--- config.mk ---
export PLATFORM = sky130hd
export DESIGN_NAME = lobm_ram
export DESIGN_NICKNAME = d
export VERILOG_FILES = /design/src/design/lobm_ram.sv
export SDC_FILE = /design/constraint.sdc
export NUM_CORES = 1
export LEC_CHECK = 0
export BUFFER_PORTS_ARGS = -buffer_cell sky130_fd_sc_hd__buf_2
export CORE_UTILIZATION = 64
export DETAILED_ROUTE_END_ITERATION = 10
export MAX_ROUTING_LAYER = met4
export PLACE_DENSITY = 0.89
export SETUP_SLACK_MARGIN = 0.02
export SYNTH_ARGS = -nofsm -noshare
export SYNTH_HDL_FRONTEND = slang
export SYNTH_SLANG_ARGS = --single-unit
--- constraint.sdc ---
create_clock -name i_clk -period 3.3 [get_ports i_clk]
set_input_delay 0.33 -clock i_clk [delete_from_list [all_inputs] [get_ports i_clk]]
set_output_delay 0.33 -clock i_clk [all_outputs]
set_load 0.005 [all_outputs]
--- src/design/lobm_ram.sv ---
// Generic single-port RAM with registered read.
module lobm_ram #(
    parameter int Width = 8,
    parameter int Depth = 16
) (
    input  logic                     i_clk,
    input  logic                     i_we,
    input  logic [$clog2(Depth)-1:0] i_addr,
    input  logic [Width-1:0]         i_wdata,
    output logic [Width-1:0]         o_rdata
);
    logic [Width-1:0] r_mem [Depth];
    logic [Width-1:0] r_rdata;

    always_ff @(posedge i_clk) begin
        if (i_we) begin
            r_mem[i_addr] <= i_wdata;
        end
        r_rdata <= r_mem[i_addr];
    end

    assign o_rdata = r_rdata;
endmodule

==> flow_metrics.tcl <==
set metrics [dict create \
    layout.nets 283 \
    rows 32 \
    path_max_fanout 23 \
    min_period_ps 1820 \
    post_cts_buffers 0 \
    leakage_nw 1.99 \
    dr.pass1.iters 5 \
    syn_inst 230 \
    worst_slew_pin_slew_ps 911 \
    vias_per_cell 6.53 \
    final_common_cell "edfxtp_1" \
    io_pins 22 \
    antenna_cells 0 \
    power_density_nw_per_um2 703 \
    crit_path_start_kind "input port" \
    grtUsageTotal 0.288 \
    crit_slowest_cell "buf_2" \
    rsz0062_at_grt "no" \
    status "completed" \
    fin_cells 383 \
    area_delta_synth_final_pct 17.8 \
    final_cell_area_sq_um 5970 \
    post-place-cells 352 \
    crit_start "i_addr[0]" \
    holdBufCountCts 0 \
    cts_buffers 17 \
    crit_type "input port to flip-flop" \
    route.detailed.drc 0 \
    final_hold_viol_count 0 \
    gr-total-overflow 0 \
    drtAntennaViolNets 0 \
    post_dp_cell_area_sq_um 5320 \
    root_buffer "clkbuf_8" \
    fmax_mhz 549 \
    slew_headroom 0.391 \
    cts_num_sinks 136 \
    hp-class "input port to flip-flop" \
    yosysWarnings 0 \
    cts_tree "yes" \
    netlist_area_sq_um 5070 \
    hp-start "i_wdata[6]" \
    syn_area_per_cell_sq_um 22.0 \
    fp.dieH_um 91.0 \
    cap_viol_max_count 0 \
    wl_per_cell_um 27.0 \
    setup_tns_ps 0 \
    grt_max_degree 29 \
    grt_pass1_vias 2616 \
    ys_top_cells_by_area "edfxtp_1 (76%), mux4_2 (14%), dfxtp_1 (3.2%)" \
    final.setup.worst_slack_ps 1480 \
    ys_ff_latch 136 \
    die-area_sq_um 8280 \
    vias 2500 \
    crit-reg2reg-launch "r_mem[11][2]$_DFFE_PP_" \
    finalSetupViolCount 0 \
    place.gp.congestion 0.750 \
    core_area_sq_um 7690 \
    final_max_slew_viol_count 0 \
    cpPeakStageDelay_ps 570 \
    syn_nets 244 \
    clk_latency_ps 520 \
    ys_seq_area_frac 0.790 \
    cp_cell_sequence "buf_2 -> buf_4 -> mux4_2 -> a22oi_1 -> nand2_1" \
    fin_crit_sh 0.552 \
    antenna_found_initial 0 \
    die_width_um 91.0 \
    htree_levels 4 \
    grt_pass1_wl_um 15600 \
    power.total_mw 4.20 \
    utilization 0.777 \
    layout_common_cells "edfxtp_1 (128), mux4_2 (32), buf_2 (21)" \
    clock_path_buffers 2 \
    ys_types 18 \
    hpwl_um 5850 \
    routed_wl_um 10300 \
    skew_ps 5.85 \
    drt_first_iter_violations 312 \
    dp_slack_ps 976 \
    endpoint_kind "flip-flop" \
    initial_core_util 0.659 \
    critPathArrivalTime_ps 2210 \
    final_layout_size_suffix_gt1_frac 0.335 \
    cts_resized 0 \
    ir_drop_uv 494 \
    synth_top_area_cell "edfxtp_1" \
    clkTransAtPathRegs_ps 60 \
    holdWs_ps 201 \
    yosysTopAreaCellShare 0.759 \
    required_ps 3690 \
    io_buffers 21 \
]
==> final timing paths <==
path                                         endpoint  slack (ps)  cells after the start
worst max-delay path               o_rdata[2]$_DFF_P_        1480                      5
worst min-delay path            r_mem[2][6]$_DFFE_PP_         200                      1
worst min register to register     o_rdata[1]$_DFF_P_         700                      3
worst max register to register     o_rdata[2]$_DFF_P_        1830                      3
==> area by class of cell <==
cell class                 instances  area (sq um)
clock buffer                      19           432
clock inverter                    12           224
fill                             399          1720
multi-input combinational         83          1000
sequential                       136          4000
tap                              102           128
timing repair buffer              31           180
==> logic make-up (layout without fill, tap and decap cells) <==
| group | Yosys count | in the layout | share of synthesized area |
|---|---|---|---|
| buffers and inverters | 11 | 62 | 0.0119 |
| DFF | 136 | 136 | 0.790 |
| AOI/OAI and AO/OA | 16 | 16 | 0.0237 |
| muxes | 32 | 32 | 0.142 |
| and+or+nand+nor | 35 | 35 | 0.0321 |
==> registers in the layout, indices dropped and copies added, names as in the netlist <==
signal / flops
o_rdata: 8
r_mem: 128
==> cells in the mapped netlist <==
cell type / number
a22oi_1: 16
and2_1: 1
buf_1: 4
buf_2: 2
buf_6: 2
clkbuf_1: 2
clkbuf_2: 1
dfxtp_1: 8
edfxtp_1: 128
mux4_2: 32
nand2_1: 9
nand2b_1: 2
nand3_1: 1
nand3b_1: 2
nor2_1: 13
nor2b_1: 2
nor3_1: 4
or3b_2: 1
==> power breakdown <==
group          internal, mW  leakage, nW  switching, mW
Sequential             1.93         1.22         0.0150
Clock                  1.40        0.318          0.681
Combinational        0.0720        0.446          0.101
==> worst max-delay path, delay by kind of cell <==
family / cells / cell delay (ps)
buf+inv: 2 / 910
simple gates: 1 / 90
compound gates: 1 / 320
mux: 1 / 560
==> routing by layer <==
metal / vias up / global-route usage / wire, um
met2: 159 / 0.438 / 5230
met3: 30 / 0.0821 / 947
met5: - / - / 0
met1: 1273 / 0.374 / 3870
li1: 1038 / - / -
met4: 0 / 0.122 / 282
Power figures use the tool's default switching activity.
