`src/design/lobm_pkg.sv`:
```
// Package with the item types and constants of the order book matcher.
package lobm_pkg;
    localparam int BookDepth = 64;
    localparam int IdxW = $clog2(BookDepth);
    localparam int CntW = $clog2(BookDepth + 1);
    localparam logic [CntW-1:0] DepthCnt = CntW'(BookDepth);

    localparam logic [1:0] StatusOk = 2'd0;
    localparam logic [1:0] StatusZero = 2'd1;
    localparam logic [1:0] StatusFull = 2'd2;

    localparam logic ActInsert = 1'b0;
    localparam logic ActMatch = 1'b1;

    typedef logic [IdxW-1:0] t_idx;
    typedef logic [CntW-1:0] t_cnt;

    typedef struct packed {
        logic               action;
        logic [23:0]        limit_price;
        logic signed [23:0] signed_volume;
    } t_in_item;

    typedef struct packed {
        logic [1:0]         status;
        logic [23:0]        average_price;
        logic [23:0]        filled_volume;
        logic signed [23:0] remaining_volume;
    } t_out_item;

    typedef struct packed {
        logic        start;
        logic [47:0] dividend;
        logic [24:0] divisor;
    } t_div_req;

    typedef struct packed {
        logic        busy;
        logic        done;
        logic [23:0] quotient;
    } t_div_rsp;
endpackage

```
`src/design/lobm_div.sv`:
```
// Restoring divider, one quotient bit per cycle.
module lobm_div (
    input  logic              i_clk,
    input  logic              i_rst_n,
    input  lobm_pkg::t_div_req i_req,
    output lobm_pkg::t_div_rsp o_rsp
);
    logic [47:0] r_quo;
    logic [48:0] r_rem;
    logic [24:0] r_den;
    logic [5:0]  r_cnt;
    logic        r_busy;
    logic        r_done;
    logic [48:0] n_rem_sh;
    logic [49:0] n_diff;

    assign n_rem_sh = {r_rem[47:0], r_quo[47]};
    assign n_diff = {1'b0, n_rem_sh} - {25'd0, r_den};

    always_ff @(posedge i_clk) begin
        if (!i_rst_n) begin
            r_busy <= 1'b0;
            r_done <= 1'b0;
            r_cnt <= '0;
        end else begin
            r_done <= !i_req.start && r_busy && (r_cnt == 6'd1);
            if (i_req.start) begin
                r_busy <= 1'b1;
                r_quo <= i_req.dividend;
                r_rem <= '0;
                r_den <= i_req.divisor;
                r_cnt <= 6'd48;
            end else if (r_busy) begin
                if (n_diff[49]) begin
                    r_rem <= n_rem_sh;
                    r_quo <= {r_quo[46:0], 1'b0};
                end else begin
                    r_rem <= n_diff[48:0];
                    r_quo <= {r_quo[46:0], 1'b1};
                end
                r_cnt <= r_cnt - 6'd1;
                r_busy <= (r_cnt != 6'd1);
            end
        end
    end

    assign o_rsp.busy = r_busy;
    assign o_rsp.done = r_done;
    assign o_rsp.quotient = r_quo[23:0];
endmodule

```
`config.mk`:
```
export PLATFORM = sky130hd
export DESIGN_NAME = lobm_div
export DESIGN_NICKNAME = d
export VERILOG_FILES = /design/src/design/lobm_pkg.sv /design/src/design/lobm_div.sv
export SDC_FILE = /design/constraint.sdc
export NUM_CORES = 1
export LEC_CHECK = 0
export ABC_CLOCK_PERIOD_IN_PS = 3800
export BUFFER_PORTS_ARGS = -buffer_cell sky130_fd_sc_hd__buf_2
export CORE_MARGIN = 10
export CORE_UTILIZATION = 45
export CTS_BUF_LIST = sky130_fd_sc_hd__clkbuf_8
export CTS_CLUSTER_SIZE = 8
export DETAILED_ROUTE_END_ITERATION = 6
export GPL_TIMING_DRIVEN = 0
export SLEW_MARGIN = 5
export SYNTH_ARGS = -nofsm -noshare
export SYNTH_HDL_FRONTEND = slang
export SYNTH_SLANG_ARGS = --single-unit
export TNS_END_PERCENT = 10
```
`constraint.sdc`:
```
create_clock -name i_clk -period 3.8 [get_ports i_clk]
set_input_delay 0.38 -clock i_clk [delete_from_list [all_inputs] [get_ports i_clk]]
set_output_delay 0.38 -clock i_clk [all_outputs]
set_load 0.05 [all_outputs]
```
==> metrics.txt, run 1 <==
Clk pwr share 30.8%; Yosys Warn Count 0; setup slack, reg-to-reg 0.21 ns; total track usage 16.49%; Crit. End Element register; Worst Path Arrival 3.78 ns; first-pass GRT wire length 29310 um; fin crit period 3.586 ns; RSZ-0062 raised after global routing no; mux contribution to synthesized area 8.828%; max cap viols 0; drt pass-1 iters 5; drt via density 5.464; sequential area share after synthesis 50.60%; antenna-violating nets left 0; nets 891; syn_nets 771; worst-skew pair later-pin latency 0.45 ns; CORE AREA 16470 um2; Leak 3.378 nW; vias in the first global route 5810; worst path required time 3.99 ns; f_max 278.9 MHz; Setup CP Type register to register; Seq cells post-synth 129; CP max FO 9; CTS max path bufs 2; total grt overflow 0; skew final 0.009997 ns; pre-CTS setup slack 0.3582 ns; Vias 5573; post-synthesis xor/xnor area fraction 2.220%; final slew viol count 0; Hold WC Path Type primary input to register; DIE AREA 22220 um2; clk root buf clkbuf_8; Sequential Power Share 47.2%; CP Cell Sequence inv_1, ha_1, fa_1, nand2b_1, a211oi_2, nor3_1, nor4_1, nand4b_1, nor4_1, mux2_1; number of hold buffers added after CTS 0; area delta synth->final 15.87%; Comb pwr share 22.0%; # DRC 0; Setup Viol. Count Final 0; Post-Synth Simple-Gate Area 15.27%; Synth Area in Compound Gates 12.42%; Net Sw Power 1.103 mW; die width 149.1 um; routability cong. 0.9448; drt initial violations 359; Worst Setup Start Kind register; Slew @ Worst Pin 0.7464 ns; row count 47; IO Count 102; Hold Path Depth 1; fin util 52.76%; Internal 2.598 mW; main combinational cell family by area after synthesis simple AND/OR/NAND/NOR gates; die height 149.1 um; Mean Syn Cell Area 11.24 um2; layout cells sized above 1 29.82%; Setup Buffers After CTS 0; CP max stage cell nor4_1; Power Dens Cells 426.0 nW/um2; Slew headroom 49.78%; number of flops mapped to enable cells by yosys 121; most common cell after layout, fill and taps aside edfxtp_1; Reg clk slew, reported paths 0.08 ns; most frequent cells in the layout edfxtp_1, buf_2, nand2_1, mux2_2, a21oi_1; Top FF cell, synth edfxtp_1; peak supply drop 0.2864 mV; PnR worst setup slack 0.2141 ns; Starting Density 45.53%; Hold Vio Cnt, Final 0; Synth Area in Adders 4.773%; largest net degree at the start of global routing 64; clk sinks 129; Post-Syn Area 7497 um2; post-synth cell types 73; input/output buffers 100; run status finished, final reports clean; Post-Route WL 17980 um; Async S/R FF share, synth 0%; routed len/inst 17.63 um; post_cts resized 0; dpl hpwl 13180 um; final worst-path cycle share 94.36%; sw frac 29.79%; most frequent CP cell nor4_1; Mapped Cells 667; number of CTS-inserted buffers 17; CP max stage delay 0.60 ns; CTS tree built; initial antenna violation count 5; worst-case reg-to-reg path depth 10; CTS H-tree lvls 4
cell usage after synthesis, types with 7 or more instances:
cell type | count | area [um2]
nor2b_1 | 12 | 75.07
a21o_1 | 10 | 75.07
buf_4 | 29 | 217.7
nor2_1 | 41 | 153.9
o21a_1 | 10 | 75.07
nand2_1 | 57 | 214.0
clkbuf_1 | 17 | 63.81
a21oi_1 | 47 | 235.2
edfxtp_1 | 121 | 3633
inv_1 | 35 | 131.4
mux2_2 | 50 | 563.0
nor3_1 | 14 | 70.07
ha_1 | 27 | 337.8
xor2_1 | 9 | 78.83
nand3_1 | 16 | 80.08
or3_1 | 11 | 68.82
nor4_1 | 9 | 56.30
mux2_1 | 7 | 78.83
o21ai_0 | 15 | 75.07
xnor2_1 | 10 | 87.58
dfxtp_1 | 8 | 160.2
routing by layer:
metal  global-route usage, %  up-vias  wire [um]
li1                        -     2714          -
met1                   20.21     2646       8102
met2                   25.47      175       8026
met3                   7.039       32       1469
met4                   5.839        6        352
met5                       0        -         33
logic make-up (layout without fill, tap and decap cells):
group,after synthesis,in the layout
and+or+nand+nor,208,208
other,0,2
AOI/OAI and AO/OA,138,138
xor gates and xnor gates,19,19
muxes,59,59
DFF,129,129
buffers and inverters,86,217
adders and majority gates,28,28
critical path, delay by kind of cell (launching register included):
family,cells,cell delay [ns]
buffers and inverters,1,0.05
muxes,1,0.34
adders and majority gates,2,0.66
DFF,1,0.35
AOI/OAI and AO/OA,1,0.38
and+or+nand+nor,5,1.54
worst paths after layout:
check,start,endpoint
max,r_quo[47],r_rem[42]
min,i_req[6],r_den[6]
max reg2reg,r_quo[47],r_rem[42]
min reg2reg,r_cnt[1],r_cnt[1]
area by class of cell:
type | count | area [um2]
Tap cell | 220 | 275.3
Fill cell | 1535 | 7779
Timing Repair Buffer | 101 | 528.0
Multi-Input combinational cell | 452 | 3271
Antenna cell | 2 | 5.005
Clock inverter | 13 | 138.9
Sequential cell | 129 | 3794
Inverter | 36 | 135.1
Buffer | 50 | 306.5
Clock buffer | 17 | 234.0
stage by stage:
step / power, mW / hold WS, ns / TNS, ns / area, um2 / instances
floorplan: 2.379 / 0.4685 / 0 / 7497 / 667
global placement: 2.568 / 0.4840 / -108.19 / 8273 / 987
detailed placement: 2.584 / 0.5022 / 0 / 8308 / 988
CTS: 3.727 / 0.06795 / 0 / 8681 / 1018
global route: 3.894 / 0.07110 / 0 / 8682 / 1018
finish: 3.701 / 0.09813 / 0 / 8687 / 1020
power by group through the flow:
stage	clock network, mW	registers [mW]	logic (mW)
3_5_place_dp	0	1.78	0.806
4_1_cts	1.17	1.75	0.810
3_3_place_gp	0	1.78	0.785
5_1_grt	1.24	1.76	0.897
6_report	1.14	1.75	0.813
2_1_floorplan	0	1.76	0.615
state kept, by name, summed over array words and instances (netlist names):
name,flops
r_busy,1
r_cnt,6
r_den,25
r_done,1
r_quo,48
r_rem,48
(Power assumes the default switching activity.)
==> run 2, diff against run 1 <==
MAX_ROUTING_LAYER = met4   (was default)
==> run 2 against run 1 <==
Final cell count rose by 0.29%. Sequential power barely moved. Die area did not move. Clock-buffer cell count did not move. First-iteration DRC count fell by 2.2%. Routed wire length barely moved. Core utilization barely moved. Register-to-register slack improved by 0.04 ns. Flip-flop and latch count did not move. Design area barely moved. Global-route usage rose by 0.52 points. Critical path type unchanged. Largest power group unchanged. Highest routed layer is now met4.
==> metrics.txt, run 2 (synthesized netlist as in run 1, its figures left out) <==
drt via density 5.434 (was 5.464); Leak 3.378 nW (about the same); Clk pwr share 30.8% (about the same); die width 149.1 um (unchanged); CTS max path bufs 2 (unchanged); Hold WC Path Type primary input to register (unchanged); drt pass-1 iters 5 (unchanged); number of hold buffers added after CTS 0 (unchanged); total grt overflow 0 (unchanged); Net Sw Power 1.104 mW (was 1.103 mW); Post-Route WL 18000 um (was 17980 um); dpl cells 988 (unchanged); largest net degree at the start of global routing 64 (unchanged); drt initial violations 351 (was 359); Worst Setup Start Kind register (unchanged); CTS tree built (unchanged); Worst Path Arrival 3.74 ns (was 3.78 ns); CP Cell Sequence inv_1, ha_1, fa_1, nand2b_1, a211oi_2, nor3_1, nor4_1, nand4b_1, nor4_1, mux2_1 (unchanged); Vias 5559 (was 5573); most frequent cells in the layout edfxtp_1, buf_2, nand2_1, mux2_2, a21oi_1 (unchanged); final slew viol count 0 (unchanged); IO Count 102 (unchanged); most common cell after layout, fill and taps aside edfxtp_1 (unchanged); layout cells sized above 1 29.82% (unchanged); peak supply drop 0.2871 mV (was 0.2864 mV); Setup TNS 0 ns (unchanged); max cap viols 0 (unchanged); Post-Place Cell Area 8308 um2 (unchanged); clk root buf clkbuf_8 (unchanged); area delta synth->final 15.97% (was 15.87%); Crit. End Element register (unchanged); Largest regs r_quo (48), r_rem (48), r_den (25) (unchanged); routed len/inst 17.60 um (was 17.63 um); input/output buffers 100 (unchanged); multi-input logic area 3271 um2 (unchanged); first-pass GRT wire length 29250 um (was 29310 um); Setup CP Type register to register (unchanged); Setup Buffers After CTS 0 (unchanged); DIE AREA 22220 um2 (unchanged); nets 891 (unchanged); CP max stage delay 0.59 ns (was 0.60 ns); total track usage 17.01% (was 16.49%); Crit path max-delay family simple AND/OR/NAND/NOR gates (unchanged); skew final 0.01198 ns (was 0.009997 ns); worst-skew pair later-pin latency 0.46 ns (was 0.45 ns); Slew @ Worst Pin 0.7494 ns (was 0.7464 ns); final non-filler cell total 1023 (was 1020); final worst-path cycle share 93.22% (was 94.36%); Setup Viol. Count Final 0 (unchanged); sw frac 29.82% (was 29.79%); antenna-violating nets left 0 (unchanged); clk sinks 129 (unchanged); post_cts resized 0 (unchanged); die height 149.1 um (unchanged); Power Dens Cells 425.8 nW/um2 (was 426.0 nW/um2); Reg clk slew, reported paths 0.08 ns (about the same); Reg area 3794 um2 (unchanged); worst path required time 4.00 ns (was 3.99 ns); Comb pwr share 22.0% (about the same); Slew headroom 49.58% (was 49.78%); most frequent CP cell nor4_1 (unchanged); RSZ-0062 raised after global routing no (unchanged); Fill cells 1532 (was 1535); fin crit period 3.542 ns (was 3.586 ns); row count 47 (unchanged); run status finished, final reports clean (unchanged); routability cong. 0.9618 (was 0.9448); # DRC 0 (unchanged); dpl hpwl 13180 um (unchanged); f_max 282.3 MHz (was 278.9 MHz); CORE AREA 16470 um2 (unchanged); Hold Vio Cnt, Final 0 (unchanged); CP max FO 9 (unchanged); CP max stage cell nor4_1 (unchanged); pre-CTS setup slack 0.3582 ns (unchanged); Buf+Inv Stages, Crit Path 1 (unchanged); PnR worst setup slack 0.2577 ns (was 0.2141 ns); post-route cell area 8695 um2 (was 8687 um2); CTS H-tree lvls 4 (unchanged); Starting Density 45.53% (unchanged); vias in the first global route 5838 (was 5810); initial antenna violation count 5 (unchanged); Internal 2.598 mW (about the same); Sequential Power Share 47.2% (about the same); number of CTS-inserted buffers 17 (unchanged)
[run 2: worst paths after layout]
path / start / end / slack, ns / depth (start not counted)
max: r_quo[47] / r_rem[42] / 0.26 / 10
min: i_req[6] / r_den[6] / 0.1 / 1
max reg2reg: r_quo[47] / r_rem[42] / 0.26 / 10
min reg2reg: r_cnt[1] / r_cnt[1] / 0.51 / 2
[run 2: layer usage]
layer	wire length (um)	track usage, %
met1	8365	20.90
met2	8062	25.56
met3	1195	5.704
met4	377	6.281
met5	0	-
[run 2: area by class of cell]
cell class / count / share of cell area, %
Multi-Input combinational cell: 452 / 37.62
Inverter: 36 / 1.554
Timing Repair Buffer: 101 / 6.073
Buffer: 50 / 3.526
Clock inverter: 13 / 1.597
Sequential cell: 129 / 43.63
Antenna cell: 5 / 0.1439
Tap cell: 220 / 3.166
Clock buffer: 17 / 2.691
[run 2: metrics by stage]
| step | hold WS [ns] | power (mW) | util [%] |
|---|---|---|---|
| 2_1_floorplan | 0.4685 | 2.379 | - |
| 6_report | 0.09548 | 3.702 | 52.80 |
| 4_1_cts | 0.06795 | 3.727 | 52.72 |
| 5_1_grt | 0.06840 | 3.895 | 52.80 |
| 3_3_place_gp | 0.4840 | 2.568 | 50.24 |
| 3_5_place_dp | 0.5022 | 2.584 | 50.46 |
[run 2: power groups by stage]
stage / logic [mW] / clock network (mW) / registers [mW]
5_1_grt: 0.897 / 1.24 / 1.76
3_5_place_dp: 0.806 / 0 / 1.78
6_report: 0.813 / 1.14 / 1.75
3_3_place_gp: 0.785 / 0 / 1.78
4_1_cts: 0.810 / 1.17 / 1.75
2_1_floorplan: 0.615 / 0 / 1.76
==> run 3, diff against run 2 <==
ABC_AREA = 1   (was default)
==> run 3 against run 2 <==
Setup slack improved by 0.80 ns. Die area increased by 13%. Area after synthesis increased by 15%. Combinational power increased by 51%. Via count increased by 34%. Clock-buffer cell count unchanged. Critical path type unchanged. Highest routed layer unchanged.
==> metrics.txt, run 3 <==
Hold Vio Cnt, Final 0 (unchanged); Largest regs r_quo (48), r_rem (48), r_den (25) (unchanged); Setup Buffers After CTS 0 (unchanged); CTS tree built (unchanged); nets 1435 (was 891); Mapped Cells 1211 (was 667); most frequent CP cell nand2_1 (was nor4_1); Critical Path Start r_quo[47] (unchanged); worst path required time 3.98 ns (was 4.00 ns); Synth area leaders edfxtp_1, nand2_1, inv_1 (was edfxtp_1, mux2_2, ha_1); final slew viol count 0 (unchanged); drt initial violations 408 (was 351); Setup TNS 0 ns (unchanged); post-synth cell types 32 (was 73); Seq cells post-synth 129 (unchanged); most frequent cells in the layout nand2_1, inv_1, nor2_1, edfxtp_1, buf_2 (was edfxtp_1, buf_2, nand2_1, mux2_2, a21oi_1); layout cells sized above 1 14.29% (was 29.82%); total track usage 19.88% (was 17.01%); f_max 364.6 MHz (was 282.3 MHz); drt via density 4.649 (was 5.434); first-pass GRT wire length 37940 um (was 29250 um); post-route cell area 9886 um2 (was 8695 um2); Async S/R FF share, synth 0% (unchanged); CP Cell Sequence inv_1, ha_1, fa_1, inv_1, nand3_1, nand2_1, nand2_1, nand2_1, nand2_1, nand2_1, nand3_1, nand3_1, nand2_1, nand2_1, nor2_1 (was inv_1, ha_1, fa_1, nand2b_1, a211oi_2, nor3_1, nor4_1, nand4b_1, nor4_1, mux2_1); Leak 4.903 nW (was 3.378 nW); vias in the first global route 7644 (was 5838); cell with the most instances after synthesis nand2_1 (was edfxtp_1); syn_nets 1315 (was 771); initial antenna violation count 3 (was 5); IO Count 102 (unchanged); post_cts resized 0 (unchanged); Worst Setup Start Kind register (unchanged); CTS max path bufs 2 (unchanged); run status finished, final reports clean (unchanged); drt pass-1 iters 5 (unchanged); CTS H-tree lvls 4 (unchanged); met3 wire length 1590 um (was 1195 um); number of flops mapped to enable cells by yosys 121 (unchanged); die height 158.7 um (was 149.1 um); largest net degree at the start of global routing 51 (was 64); sequential area share after synthesis 43.83% (was 50.60%); Metal-1 WL 10860 um (was 8365 um); Max Used Layer met4 (unchanged); Setup CP Type register to register (unchanged); setup slack, reg-to-reg 1.06 ns (was 0.26 ns); largest area contributor in the synthesized netlist edfxtp_1 (unchanged); most common cell after layout, fill and taps aside nand2_1 (was edfxtp_1); Routed met2 length 10090 um (was 8062 um); routed len/inst 14.25 um (was 17.60 um); Worst Path Arrival 2.92 ns (was 3.74 ns); Slew headroom 33.03% (was 49.58%); Post-Place Cell Area 9517 um2 (was 8308 um2); reg-to-reg startpoint r_quo[47] (unchanged); fin crit period 2.743 ns (was 3.542 ns); DIE AREA 25180 um2 (was 22220 um2); Reg clk slew, reported paths 0.09 ns (was 0.08 ns); final worst-path cycle share 72.18% (was 93.22%); clk sinks 129 (unchanged); Fill cells 1902 (was 1532); routability cong. 0.9750 (was 0.9618); number of hold buffers added after CTS 0 (unchanged); CP max FO 5 (was 9); commonest cells in the synthesized netlist nand2_1, inv_1, nor2_1, edfxtp_1, nand3_1 (was edfxtp_1, nand2_1, mux2_2, a21oi_1, nor2_1); Hold Startpoint i_req[18] (was i_req[6]); # DRC 0 (unchanged); CORE AREA 18830 um2 (was 16470 um2); antenna-violating nets left 0 (unchanged); worst-case reg-to-reg path depth 15 (was 10); Slew @ Worst Pin 1.003 ns (was 0.7494 ns); number of CTS-inserted buffers 17 (unchanged); CP max stage delay 0.44 ns (was 0.59 ns); RSZ-0062 raised after global routing no (unchanged); input/output buffers 100 (unchanged); row count 50 (was 47); max cap viols 0 (unchanged); area delta synth->final 14.21% (was 15.97%); worst-skew pair later-pin latency 0.45 ns (was 0.46 ns); Top FF cell, synth edfxtp_1 (unchanged); Mean Syn Cell Area 7.148 um2 (was 11.24 um2); Post-Route WL 22910 um (was 18000 um); dpl cells 1572 (was 988); Power Dens Cells 421.7 nW/um2 (was 425.8 nW/um2); die width 158.7 um (was 149.1 um); Yosys Warn Count 0 (unchanged); CP max stage cell fa_1 (was nor4_1); total grt overflow 0 (unchanged); Starting Density 45.97% (was 45.53%); dpl hpwl 18360 um (was 13180 um); Crit. End Element register (unchanged); skew final 0.01643 ns (was 0.01198 ns); Synth top area share 41.98% (was 48.46%); Post-Syn Area 8656 um2 (was 7497 um2); peak supply drop 0.2274 mV (was 0.2871 mV); Worst R2R End r_rem[28] (was r_rem[42]); Vias 7476 (was 5559); Setup Viol. Count Final 0 (unchanged); CP endpoint r_rem[28] (was r_rem[42]); fin util 52.50% (was 52.80%); final non-filler cell total 1608 (was 1023); Hold WC Path Type primary input to register (unchanged); clk root buf clkbuf_8 (unchanged)
run 3: cell type report:
type	instances	area [um2]	share of cell area, %
plain buffers	49	321.6	3.253
clock buffers	17	234.0	2.367
multi-input cells	849	3857	39.02
diodes	4	10.01	0.1013
well taps	260	325.3	3.291
repair buffers	101	528.0	5.341
flip-flops and latches	129	3794	38.37
inverters	184	690.7	6.986
clock inverters	15	125.1	1.266
run 3: logic make-up after synthesis:
family / share of synthesized area, %
AND/OR/NAND/NOR: 35.36
buffers and inverters: 11.69
flip-flops: 43.83
AO/OA/AOI/OAI: 2.862
adder cells (fa/ha/maj): 4.134
XOR/XNOR: 2.125
run 3: how the worst min path moves through the flow:
stage / end / slack [ns] / cells past startpoint
3_5_place_dp: r_cnt[0] / 0.48 / 2
6_report: r_den[18] / 0.1 / 1
2_1_floorplan: r_cnt[0] / 0.46 / 2
3_3_place_gp: r_cnt[0] / 0.47 / 2
5_1_grt: r_den[18] / 0.06 / 1
4_1_cts: r_den[4] / 0.08 / 1
run 3: report_power, final:
part           switching (mW)  total (mW)  internal (mW)
Sequential             0.0800        1.82           1.74
Combinational           0.830        1.23          0.404
Clock                   0.648        1.12          0.471
Total                    1.56        4.17           2.61
run 3: worst max-delay path: cells and delay by family (launching register included):
| kind | cells | cell delay [ns] |
|---|---|---|
| flops | 1 | 0.35 |
| simple gates | 11 | 1.24 |
| buf+inv | 2 | 0.21 |
| fa+ha+maj | 2 | 0.68 |
run 3: metrics by stage:
| stage | power [mW] | hold WS (ns) | setup slack [ns] |
|---|---|---|---|
| after CTS | 4.197 | 0.07677 | 1.032 |
| after floorplan | 2.733 | 0.4566 | 0.5503 |
| after detailed placement | 3.077 | 0.4811 | 1.080 |
| after global routing | 4.452 | 0.06155 | 0.7930 |
| final | 4.169 | 0.09698 | 1.057 |
| after global placement | 3.077 | 0.4721 | -0.9489 |
run 3: per-layer routing:
layer  vias up  global-route usage (%)
met3        27                   5.720
met1      3278                   25.20
met4         0                   5.646
met2       191                   30.46
li1       3980                       -
met5         -                       -
